===== src/rtl/ppt_pkg.sv =====
// ppt_pkg: shared types, constants and codes of the page permission table
// used by ppt_front, ppt_back and page_permission_table_core; no dependencies
package ppt_pkg;

   // address space geometry
   localparam int PAGE_OFFSET_BITS = 12;
   localparam int ADDRESS_BITS     = 32;
   localparam int PAGE_BITS        = ADDRESS_BITS - PAGE_OFFSET_BITS;
   localparam int SUM_BITS         = 34;

   // permission mask bits
   localparam logic [3:0] PERM_READ       = 4'h1;
   localparam logic [3:0] PERM_WRITE      = 4'h2;
   localparam logic [3:0] PERM_EXEC       = 4'h4;
   localparam logic [3:0] PERM_ACCESSIBLE = 4'h8;

   // request operation codes
   typedef enum logic [2:0] {
      OP_SET         = 3'd0,
      OP_CLEAR       = 3'd1,
      OP_CHECK_READ  = 3'd2,
      OP_CHECK_WRITE = 3'd3,
      OP_CHECK_EXEC  = 3'd4
   } op_type;

   // result status codes
   typedef enum logic [1:0] {
      STATUS_OK       = 2'd0,
      STATUS_UNMAPPED = 2'd1,
      STATUS_GUARD    = 2'd2,
      STATUS_DENIED   = 2'd3
   } status_type;

   // classified command kinds
   typedef enum logic [1:0] {
      KIND_NOP   = 2'd0,
      KIND_WRITE = 2'd1,
      KIND_CHECK = 2'd2
   } kind_type;

   // command handed from front to back
   typedef struct packed {
      kind_type               kind;
      logic                   report;
      logic [3:0]             needed;
      logic [3:0]             new_mask;
      logic [PAGE_BITS-1:0]   first_page;
      logic [PAGE_BITS-1:0]   last_page;
   } cmd_type;

   // one result item
   typedef struct packed {
      status_type status;
      logic       any_found;
      logic       any_mismatch;
      logic       any_changed;
   } result_type;

   // back-end sequencer states
   typedef enum logic [1:0] {
      ST_SWEEP  = 2'd0,
      ST_IDLE   = 2'd1,
      ST_READ   = 2'd2,
      ST_UPDATE = 2'd3
   } state_type;

endpackage


===== src/rtl/ppt_front.sv =====
// ppt_front: accepts requests, works out the page range or the checked page
// and holds classified commands in a two-entry queue; depends on ppt_pkg
module ppt_front
   import ppt_pkg::*;
(
   input  logic        clock,
   input  logic        reset,
   input  logic        push,
   output logic        full,
   input  logic [2:0]  req_operation,
   input  logic [31:0] req_address,
   input  logic [31:0] req_size,
   input  logic [3:0]  req_mask,
   input  logic        sweeping,
   output logic        cmd_valid,
   output cmd_type     cmd,
   input  logic        cmd_pop
);

   cmd_type                 queue_ff [2];
   logic                    wr_ptr_ff, wr_ptr_in;
   logic                    rd_ptr_ff, rd_ptr_in;
   logic [1:0]              count_ff, count_in;
   logic                    accept;
   cmd_type                 new_cmd;
   logic [ADDRESS_BITS-1:0] start;
   logic [SUM_BITS-1:0]     last_sum;
   logic [PAGE_BITS-1:0]    start_page;
   logic [PAGE_BITS-1:0]    end_page;

   // range end: start + size - 1, saturated at the top page; a zero size gives the start page
   always_comb begin
      start      = req_address[ADDRESS_BITS-1:0];
      start_page = start[ADDRESS_BITS-1:PAGE_OFFSET_BITS];
      last_sum   = {{(SUM_BITS-ADDRESS_BITS){1'b0}}, start}
                 + {{(SUM_BITS-32){1'b0}}, req_size} - SUM_BITS'(1);
      if (req_size == 32'd0) begin
         end_page = start_page;
      end else if (last_sum[SUM_BITS-1:ADDRESS_BITS] != '0) begin
         end_page = '1;
      end else begin
         end_page = last_sum[ADDRESS_BITS-1:PAGE_OFFSET_BITS];
      end
   end

   // classify the request
   always_comb begin
      new_cmd            = '0;
      new_cmd.first_page = start_page;
      new_cmd.last_page  = end_page;
      unique case (op_type'(req_operation))
         OP_SET: begin
            new_cmd.kind     = KIND_WRITE;
            new_cmd.report   = 1'b1;
            new_cmd.new_mask = req_mask;
         end
         OP_CLEAR: begin
            new_cmd.kind = KIND_WRITE;
         end
         OP_CHECK_READ: begin
            new_cmd.kind   = KIND_CHECK;
            new_cmd.needed = PERM_READ;
         end
         OP_CHECK_WRITE: begin
            new_cmd.kind   = KIND_CHECK;
            new_cmd.needed = PERM_WRITE;
         end
         OP_CHECK_EXEC: begin
            new_cmd.kind   = KIND_CHECK;
            new_cmd.needed = PERM_EXEC;
         end
         default: begin
            new_cmd.kind = KIND_NOP;
         end
      endcase
   end

   // queue control
   always_comb begin
      full      = (count_ff == 2'd2) || sweeping;
      accept    = push && !full;
      cmd_valid = (count_ff != 2'd0);
      cmd       = queue_ff[rd_ptr_ff];
      wr_ptr_in = accept ? !wr_ptr_ff : wr_ptr_ff;
      rd_ptr_in = (cmd_pop && cmd_valid) ? !rd_ptr_ff : rd_ptr_ff;
      count_in  = count_ff + {1'b0, accept} - {1'b0, cmd_pop && cmd_valid};
   end

   always_ff @(posedge clock) begin
      if (reset) begin
         wr_ptr_ff <= 1'b0;
         rd_ptr_ff <= 1'b0;
         count_ff  <= 2'd0;
      end else begin
         wr_ptr_ff <= wr_ptr_in;
         rd_ptr_ff <= rd_ptr_in;
         count_ff  <= count_in;
      end
   end

   // queue storage
   always_ff @(posedge clock) begin
      if (accept) begin
         queue_ff[wr_ptr_ff] <= new_cmd;
      end
   end

endmodule


===== config.mk =====
export PLATFORM = sky130hd
export DESIGN_NAME = ppt_front
export DESIGN_NICKNAME = d
export VERILOG_FILES = /design/src/rtl/ppt_pkg.sv /design/src/rtl/ppt_front.sv
export SDC_FILE = /design/constraint.sdc
export NUM_CORES = 1
export LEC_CHECK = 0
export BUFFER_PORTS_ARGS = -buffer_cell sky130_fd_sc_hd__clkbuf_2
export CELL_PAD_IN_SITES_DETAIL_PLACEMENT = 1
export CELL_PAD_IN_SITES_GLOBAL_PLACEMENT = 1
export CORE_MARGIN = 4
export CORE_UTILIZATION = 40
export CTS_CLUSTER_DIAMETER = 100
export DETAILED_ROUTE_END_ITERATION = 16
export PLACE_DENSITY = 0.87
export RECOVER_POWER = 50
export SYNTH_ARGS = -nofsm -noshare
export SYNTH_HDL_FRONTEND = slang
export SYNTH_SLANG_ARGS = --single-unit

===== constraint.sdc =====
create_clock -name clock -period 6.2 [get_ports clock]
set_input_delay 1.24 -clock clock [delete_from_list [all_inputs] [get_ports clock]]
set_output_delay 1.24 -clock clock [all_outputs]
set_load 0.01 [all_outputs]

# Word level (Yosys, flattened, before mapping)
# Memory sizes are Yosys's and may differ from the RTL's. A register that Yosys moved wholly into a read port is not among the register bits.
# Cells that the tools add are included.
op_classes:
  n_addsub: 4
  eq_ne: 5
  n_mux: 10
  n_reduce_logical: 12
ops:
  columns: ["op", "count"]
  rows:
  - ["$mux W20", 2]
  - ["$sub A33 B1 Y34 const B", 1]
  - ["$add A32 B32 Y33", 1]
  - ["$logic_not A32 Y1", 1]
  - ["$pmux W3 S3", 1]
  - ["$eq A3 B2 Y1 const B", 2]
  - ["$mux W1", 5]
  - ["$mux W4", 1]
  - ["$pmux W2 S2", 1]
  - ["$reduce_bool A2 Y1", 2]
  - ["$eq A3 B1 Y1 const B", 1]
  - ["$eq A3 B3 Y1 const B", 1]
  - ["$logic_not A1 Y1", 3]
  - ["$logic_not A3 Y1", 1]
  - ["$reduce_or A3 Y1", 1]
  - ["$add A2 B1 Y2", 1]
  - ["$eq A2 B2 Y1 const B", 1]
  - ["$logic_and A1 B1 Y1", 2]
  - ["$reduce_or A2 Y1", 1]
  - ["$sub A2 B1 Y2", 1]
  - ["$logic_or A1 B1 Y1", 1]
word_totals:
  reg_bits: 4
  mem_bits_rw: 100
  out_inout_bits: 53
  memories: 1
memory_table:
  columns: ["memory", "words", "word_bits", "read_ports", "rd_clocked_by_memory_dff", "write_ports", "line", "rtl"]
  rows:
  - ["queue_ff", 2, 50, 1, 1, 1, "ppt_front.sv:20", "cmd_type queue_ff [2];"]

# Logic depth before layout (Yosys ltp)
# Gate-level depths: netlist of run 1.
depth:
  depth_word: 6
  depth_mapped: 14

# Worst setup path after synthesis of run 1
# Ideal clock, no wire load.
synth_timing:
  path_kind: "input port to flip-flop"
  startpoint: "input port sweeping"
  endpoint: "memory queue_ff[0][0] (netlist bit) (enable)"
  setup_time_ns: 0.458
  arrival_time_ns: 3.639
  path_slack_ns: 2.103
  stages: 3
  path_buffers: 0
  path_cell_list: "a21oi_1 > nand2_1 > nor2_1"
synth_between:
  elab_chain_cells: 5
synth_lines:
  columns: ["element", "line", "rtl"]
  rows:
  - ["start: declaration", "ppt_front.sv:14", "input logic sweeping,"]
  - ["$logic_or A1 B1 Y1", "ppt_front.sv:80", "full = (count_ff == 2'd2) || sweeping;"]
  - ["$logic_not A1 Y1", "ppt_front.sv:81", "accept = push && !full;"]
  - ["$logic_and A1 B1 Y1", "ppt_front.sv:81", null]
  - ["$mux W1", "ppt_front.sv:103", "if (accept) begin"]
  - ["$mux W1 (not written as such)", "ppt_front.sv:104", "queue_ff[wr_ptr_ff] <= new_cmd;"]
  - ["end: declaration", "ppt_front.sv:20", null]
# No other way between the ends.

# Worst setup path in the final report of run 1
# Same ends and word-level chain as after synthesis.

==> flow_summary.json, run 1 <==
{
  "vias": 4880,
  "synth_xor_area_frac": 0.0317,
  "tightest_slew_ns": 2.95,
  "yosys.area.top_type_share": 0.453,
  "min_path_type": "reg -> reg",
  "ys_types": 62,
  "cts_root_buf": "clkbuf_16",
  "clk_latency_ns": 0.34,
  "syn_area_per_cell_um2": 10.7,
  "ios": 129,
  "core_mm2": 0.0161,
  "drc": 0,
  "start_util": 0.413,
  "critPathMaxStageDelay_ns": 2.06,
  "setup_violations": 0,
  "fin_setup_tns_ns": 0,
  "critical_path_class": "in -> reg",
  "maxSlewViolCount": 102,
  "fin_util": 0.478,
  "maxCapViolations": 2,
  "worstPathMaxFanout": 50,
  "cts_tree": "yes",
  "fin_crit_sh": 0.646,
  "fin_ws_ns": 2.19,
  "cp_cell_sequence": "clkbuf_2 > a21oi_1 > nand2_1 > nor2_4 > clkbuf_1",
  "gp_congestion": 0.835,
  "synth_edf_count": 100,
  "critPathRequiredTime_ns": 6.09,
  "synthTopCellsByArea": "edfxtp_1, ha_1, mux2_2",
  "violations": "capacitance limit, slew limit",
  "grt_setup_unrepaired": "no",
  "dieArea_mm2": 0.0187,
  "ys_async_sr_fraction": 0,
  "synthAdderAreaFrac": 0.119,
  "drtIter0Drc": 252,
  "wl_um": 16800,
  "row_count": 46,
  "final_cell_mix": "inv_1, clkbuf_2, edfxtp_1",
  "die_w_um": 137,
  "startpoint": "sweeping",
  "yosys.area.top_type": "edfxtp_1",
  "synth-compound-area-share": 0.105,
  "antenna_found_initial": 1,
  "finalHoldViolCount": 0,
  "synth_mux_area_frac": 0.0866,
  "startpoint_type": "primary input",
  "min_from": "rd_ptr_ff",
  "dieHeight_um": 137,
  "drive_gt1_frac": 0.259,
  "cts_setup_buffers": 0,
  "cp-end-kind": "flip-flop",
  "drtAntennaViolNets": 0,
  "period_minus_slack_ns": 4.01,
  "firstDrtPassIters": 4,
  "grt.overflow.total": 0,
  "synth_top_family_by_area": "adder cells",
  "r2r-start": "count_ff[0]",
  "synth_warnings": 0,
  "synth-simple-area-share": 0.0947,
  "syn_nets": 756,
  "synth_seq_cells": 105,
  "worst_ep_arrival_time_ns": 3.89,
  "syn_area_mm2": 0.00663,
  "place_hpwl_um": 13000,
  "run_status": "finished with violations",
  "fin_nets": 876,
  "first_global_vias": 5193,
  "grt_pass1_wl_um": 26900,
  "track_usage": 0.183,
  "grt_max_degree": 51,
  "dp_slack_ns": 2.05,
  "p_per_area_mw_per_mm2": 290,
  "cts.sinks": 105,
  "clock_path_buffers": 2,
  "path_clk_slew_ns": 0.06,
  "via_per_inst": 5.09,
  "h-tree-depth": 3,
  "critPathSlowestCell": "clkbuf_1",
  "ys.flop_type": "edfxtp_1",
  "final_common_cell": "inv_1",
  "wire_per_inst_um": 17.5,
  "synthCells": 617,
  "max_freq_ghz": 0.250,
  "area_growth_pct": 15.7,
  "clock_skew_ns": 0.0114,
  "leakage_nw": 3.40,
  "ys_seq_area_frac": 0.468,
  "hold_ws_ns": 0.534,
  "peakVddDrop_mv": 0.143,
  "cts_inserted_buffers": 9,
  "io_buffers": 127,
  "cts_resized": 0,
  "slew_headroom": -0.968,
  "cts_hold_buf": 0,
  "power_mw": 2.23
}
-- metal layers --
| layer | vias up | wire (um) | global-route usage | part of all wire |
|---|---|---|---|---|
| met1 | 2361 | 7510 | 0.244 | 0.45 |
| met5 | - | 0 | 0 | 0 |
| met3 | 15 | 886 | 0.0279 | 0.053 |
| li1 | 2384 | - | - | - |
| met4 | 0 | 277 | 0.0466 | 0.016 |
| met2 | 120 | 8160 | 0.313 | 0.48 |
-- final timing paths --
check,endpoint,slack (ns),cells after the start
max,queue_ff[0][0],2.19,5
min,rd_ptr_ff,0.53,2
max reg2reg,queue_ff[0][0],2.75,5
min reg2reg,rd_ptr_ff,0.53,2
-- state kept, by name, summed over array words and instances (netlist names), named ones only --
register and flops:
count_ff 2, queue_ff 100, wr_ptr_ff 1, rd_ptr_ff 1
-- cell type report --
class	instances	area [um2]
fill	1834	8380
sequential	105	3100
multi-input combinational	359	2910
timing repair buffer	130	622
inverter	132	495
tap	216	270
clock buffer	9	225
clock inverter	7	43.8
antenna	1	2.50
-- cells in the mapped netlist, drive strengths merged, types with 9 or more instances --
master and number:
xnor2 14, a21o 11, nand2 17, edfxtp 100, a21oi 23, mux2 51
clkbuf 11, a31oi 23, nor2 44, nand4 9, o21ai 15, ha 63
xor2 10, inv 132
-- stage by stage --
step / cells / area, um2
after floorplan: 617 / 6630
after global placement: 942 / 7440
after detailed placement: 942 / 7440
after CTS: 958 / 7710
after global routing: 959 / 7670
final: 959 / 7670
-- worst max-delay path, delay by kind of cell --
family | cells | cell delay [ns]
AND/OR/NAND/NOR | 2 | 0.28
buffers and inverters | 2 | 2.14
AO/OA/AOI/OAI | 1 | 0.19
-- kinds of logic (layout without fill, tap and decap cells) --
family                   after synthesis  in the layout
AO/OA/AOI/OAI                        101            101
XOR/XNOR                              24             24
adder cells (fa/ha/maj)               63             63
buffers and inverters                153            278
flip-flops                           105            105
multiplexers                          51             51
other                                  1              2
AND/OR/NAND/NOR                      119            119
-- power breakdown --
group          total [mW]  switching (mW)  internal (mW)
clock               0.517           0.245          0.272
combinational       0.802           0.456          0.346
sequential          0.909          0.0322          0.877
Power figures use the tool's default switching activity.
==> inputs of run 2 (changes only) <==
==> constraint.sdc (replaced) <==
create_clock -name clock -period 3.8 [get_ports clock]
set_input_delay 0.76 -clock clock [delete_from_list [all_inputs] [get_ports clock]]
set_output_delay 0.76 -clock clock [all_outputs]
set_load 0.01 [all_outputs]
==> run 2 against run 1 <==
Compared with the run above: the flow still finishes with violations (capacitance limit, slew limit); via count decreased by 0.41%; non-clock buffer count grew 3; clock skew shrank 0.0020 ns; combinational power grew 63%; clock power rose by 79%; final cell count up 0.31%; register-to-register slack got worse by 1.7 ns; global-route usage hardly changed; critical path type unchanged; highest routed layer unchanged.
==> flow_summary.json, run 2 (same netlist as run 1, synthesis figures left out) <==
{
  "p_switching_mw": 1.21,
  "firstDrtPassIters": 5,
  "clock_path_buffers": 2,
  "wl_um": 16800,
  "min_path_type": "reg -> reg",
  "critPathRequiredTime_ns": 3.95,
  "cts_setup_buffers": 0,
  "io_buffers": 127,
  "cp-end-kind": "flip-flop",
  "peakVddDrop_mv": 0.255,
  "cts.sinks": 105,
  "area_growth_pct": 16.4,
  "dieHeight_um": 137,
  "fin_setup_tns_ns": 0,
  "row_count": 46,
  "p_per_area_mw_per_mm2": 482,
  "maxCapViolations": 1,
  "dieArea_mm2": 0.0187,
  "wire_per_inst_um": 17.5,
  "intPower_mw": 2.52,
  "cts_root_buf": "clkbuf_16",
  "cts_tree": "yes",
  "final_common_cell": "inv_1",
  "drc": 0,
  "tightest_slew_ns": 1.57,
  "maxSlewViolCount": 28,
  "pwr-share-seq": 0.400,
  "final_area_mm2": 0.00772,
  "drtAntennaViolNets": 0,
  "first_global_vias": 5133,
  "via_per_inst": 5.05,
  "worstPathMaxFanout": 20,
  "fin_nets": 879,
  "run_status": "finished with violations",
  "cts_hold_buf": 0,
  "die_w_um": 137,
  "pwr-share-clk": 0.249,
  "largest_reg_flops": 100,
  "grt_pass1_wl_um": 26700,
  "dpl.cell_count": 945,
  "power_mw": 3.72,
  "slew_headroom": -0.0484,
  "netSwitchingFraction": 0.324,
  "grt_setup_unrepaired": "no",
  "path_clk_slew_ns": 0.07,
  "start_util": 0.413,
  "gp_congestion": 0.843,
  "clock_skew_ns": 0.00940,
  "clk_latency_ns": 0.35,
  "worst_ep_arrival_time_ns": 3.49,
  "grt.overflow.total": 0,
  "placed_area_mm2": 0.00746,
  "max_freq_ghz": 0.300,
  "startpoint_type": "primary input",
  "vias": 4860,
  "violations": "capacitance limit, slew limit",
  "track_usage": 0.183,
  "leakage_nw": 3.42,
  "pwr-share-comb": 0.351,
  "critical_path_class": "in -> reg",
  "ios": 129,
  "fin_cells": 962,
  "place_hpwl_um": 13500,
  "drtIter0Drc": 250,
  "setup_violations": 0,
  "final_cell_mix": "inv_1, clkbuf_2, edfxtp_1",
  "h-tree-depth": 3,
  "top_regs": "queue_ff x100, count_ff x2",
  "cts_inserted_buffers": 9,
  "period_minus_slack_ns": 3.33,
  "grt_max_degree": 51,
  "finalHoldViolCount": 0,
  "fin_crit_sh": 0.877,
  "regMostFlops": "queue_ff",
  "antenna_found_initial": 0,
  "drive_gt1_frac": 0.259,
  "cts_resized": 0,
  "core_mm2": 0.0161
}
## run 2: cell types whose count changed in the layout (fill, tap and decap cells not counted)
cell	change
clkbuf_1	+2
inv_6	+1
clkinv_4	+1
and3_1	+1
clkinv_1	-1
bufinv_16	+1
buf_4	+2
clkinv_2	-3
and3_2	-1
## run 2: final timing paths
kind                            slack (ns)         endpoint  depth (start not counted)            start
worst max register to register        1.01  queue_ff[1][30]                          4      count_ff[0]
worst max-delay path                  0.47   queue_ff[1][7]                         12  req_address[25]
worst min register to register        0.56        flip-flop                          2        rd_ptr_ff
worst min-delay path                  0.56        flip-flop                          2        rd_ptr_ff
## run 2: area by class of cell
type	instances	area (um2)
Inverter	132	495
Tap cell	216	270
Clock buffer	10	229
Fill cell	1815	8330
Timing Repair Buffer	133	641
Sequential cell	105	3100
Multi-Input combinational cell	359	2910
Clock inverter	6	72.6
Antenna cell	1	2.50
## run 2: metrics by stage
step / hold slack (ns) / setup WS [ns] / utilization
global route: 0.587 / 0.282 / 0.481
CTS: 0.574 / 0.569 / 0.483
finish: 0.557 / 0.466 / 0.481
detailed placement: 0.547 / 0.196 / 0.465
floorplan: 0.481 / 0.183 / -
global placement: 0.493 / 0.330 / 0.465
## run 2: critical path: stages
cell and delay, ns:
clkbuf_1 0.20, inv_1 0.12, ha_1 0.30, inv_1 0.04, ha_1 0.38, a21o_1 0.23, nand4_1 0.12, a21boi_0 0.44
a21o_2 0.22, a41oi_1 0.05, a31o_4 0.33, a31oi_1 0.29
## run 2: power groups by stage
stage / Sequential [mW] / Combinational, mW / Clock, mW
6_report: 1.49 / 1.31 / 0.927
5_1_grt: 1.50 / 1.44 / 0.993
4_1_cts: 1.49 / 1.33 / 0.948
3_5_place_dp: 1.51 / 1.32 / 0
3_3_place_gp: 1.50 / 1.27 / 0
2_1_floorplan: 1.47 / 0.912 / 0
## run 2: routing by layer
| metal | global-route usage | part of all wire | up-vias |
|---|---|---|---|
| met5 | 0 | 0 | - |
| met4 | 0.0482 | 0.012 | 0 |
| met2 | 0.317 | 0.49 | 121 |
| met1 | 0.239 | 0.45 | 2333 |
| met3 | 0.0283 | 0.049 | 12 |
| li1 | - | - | 2394 |
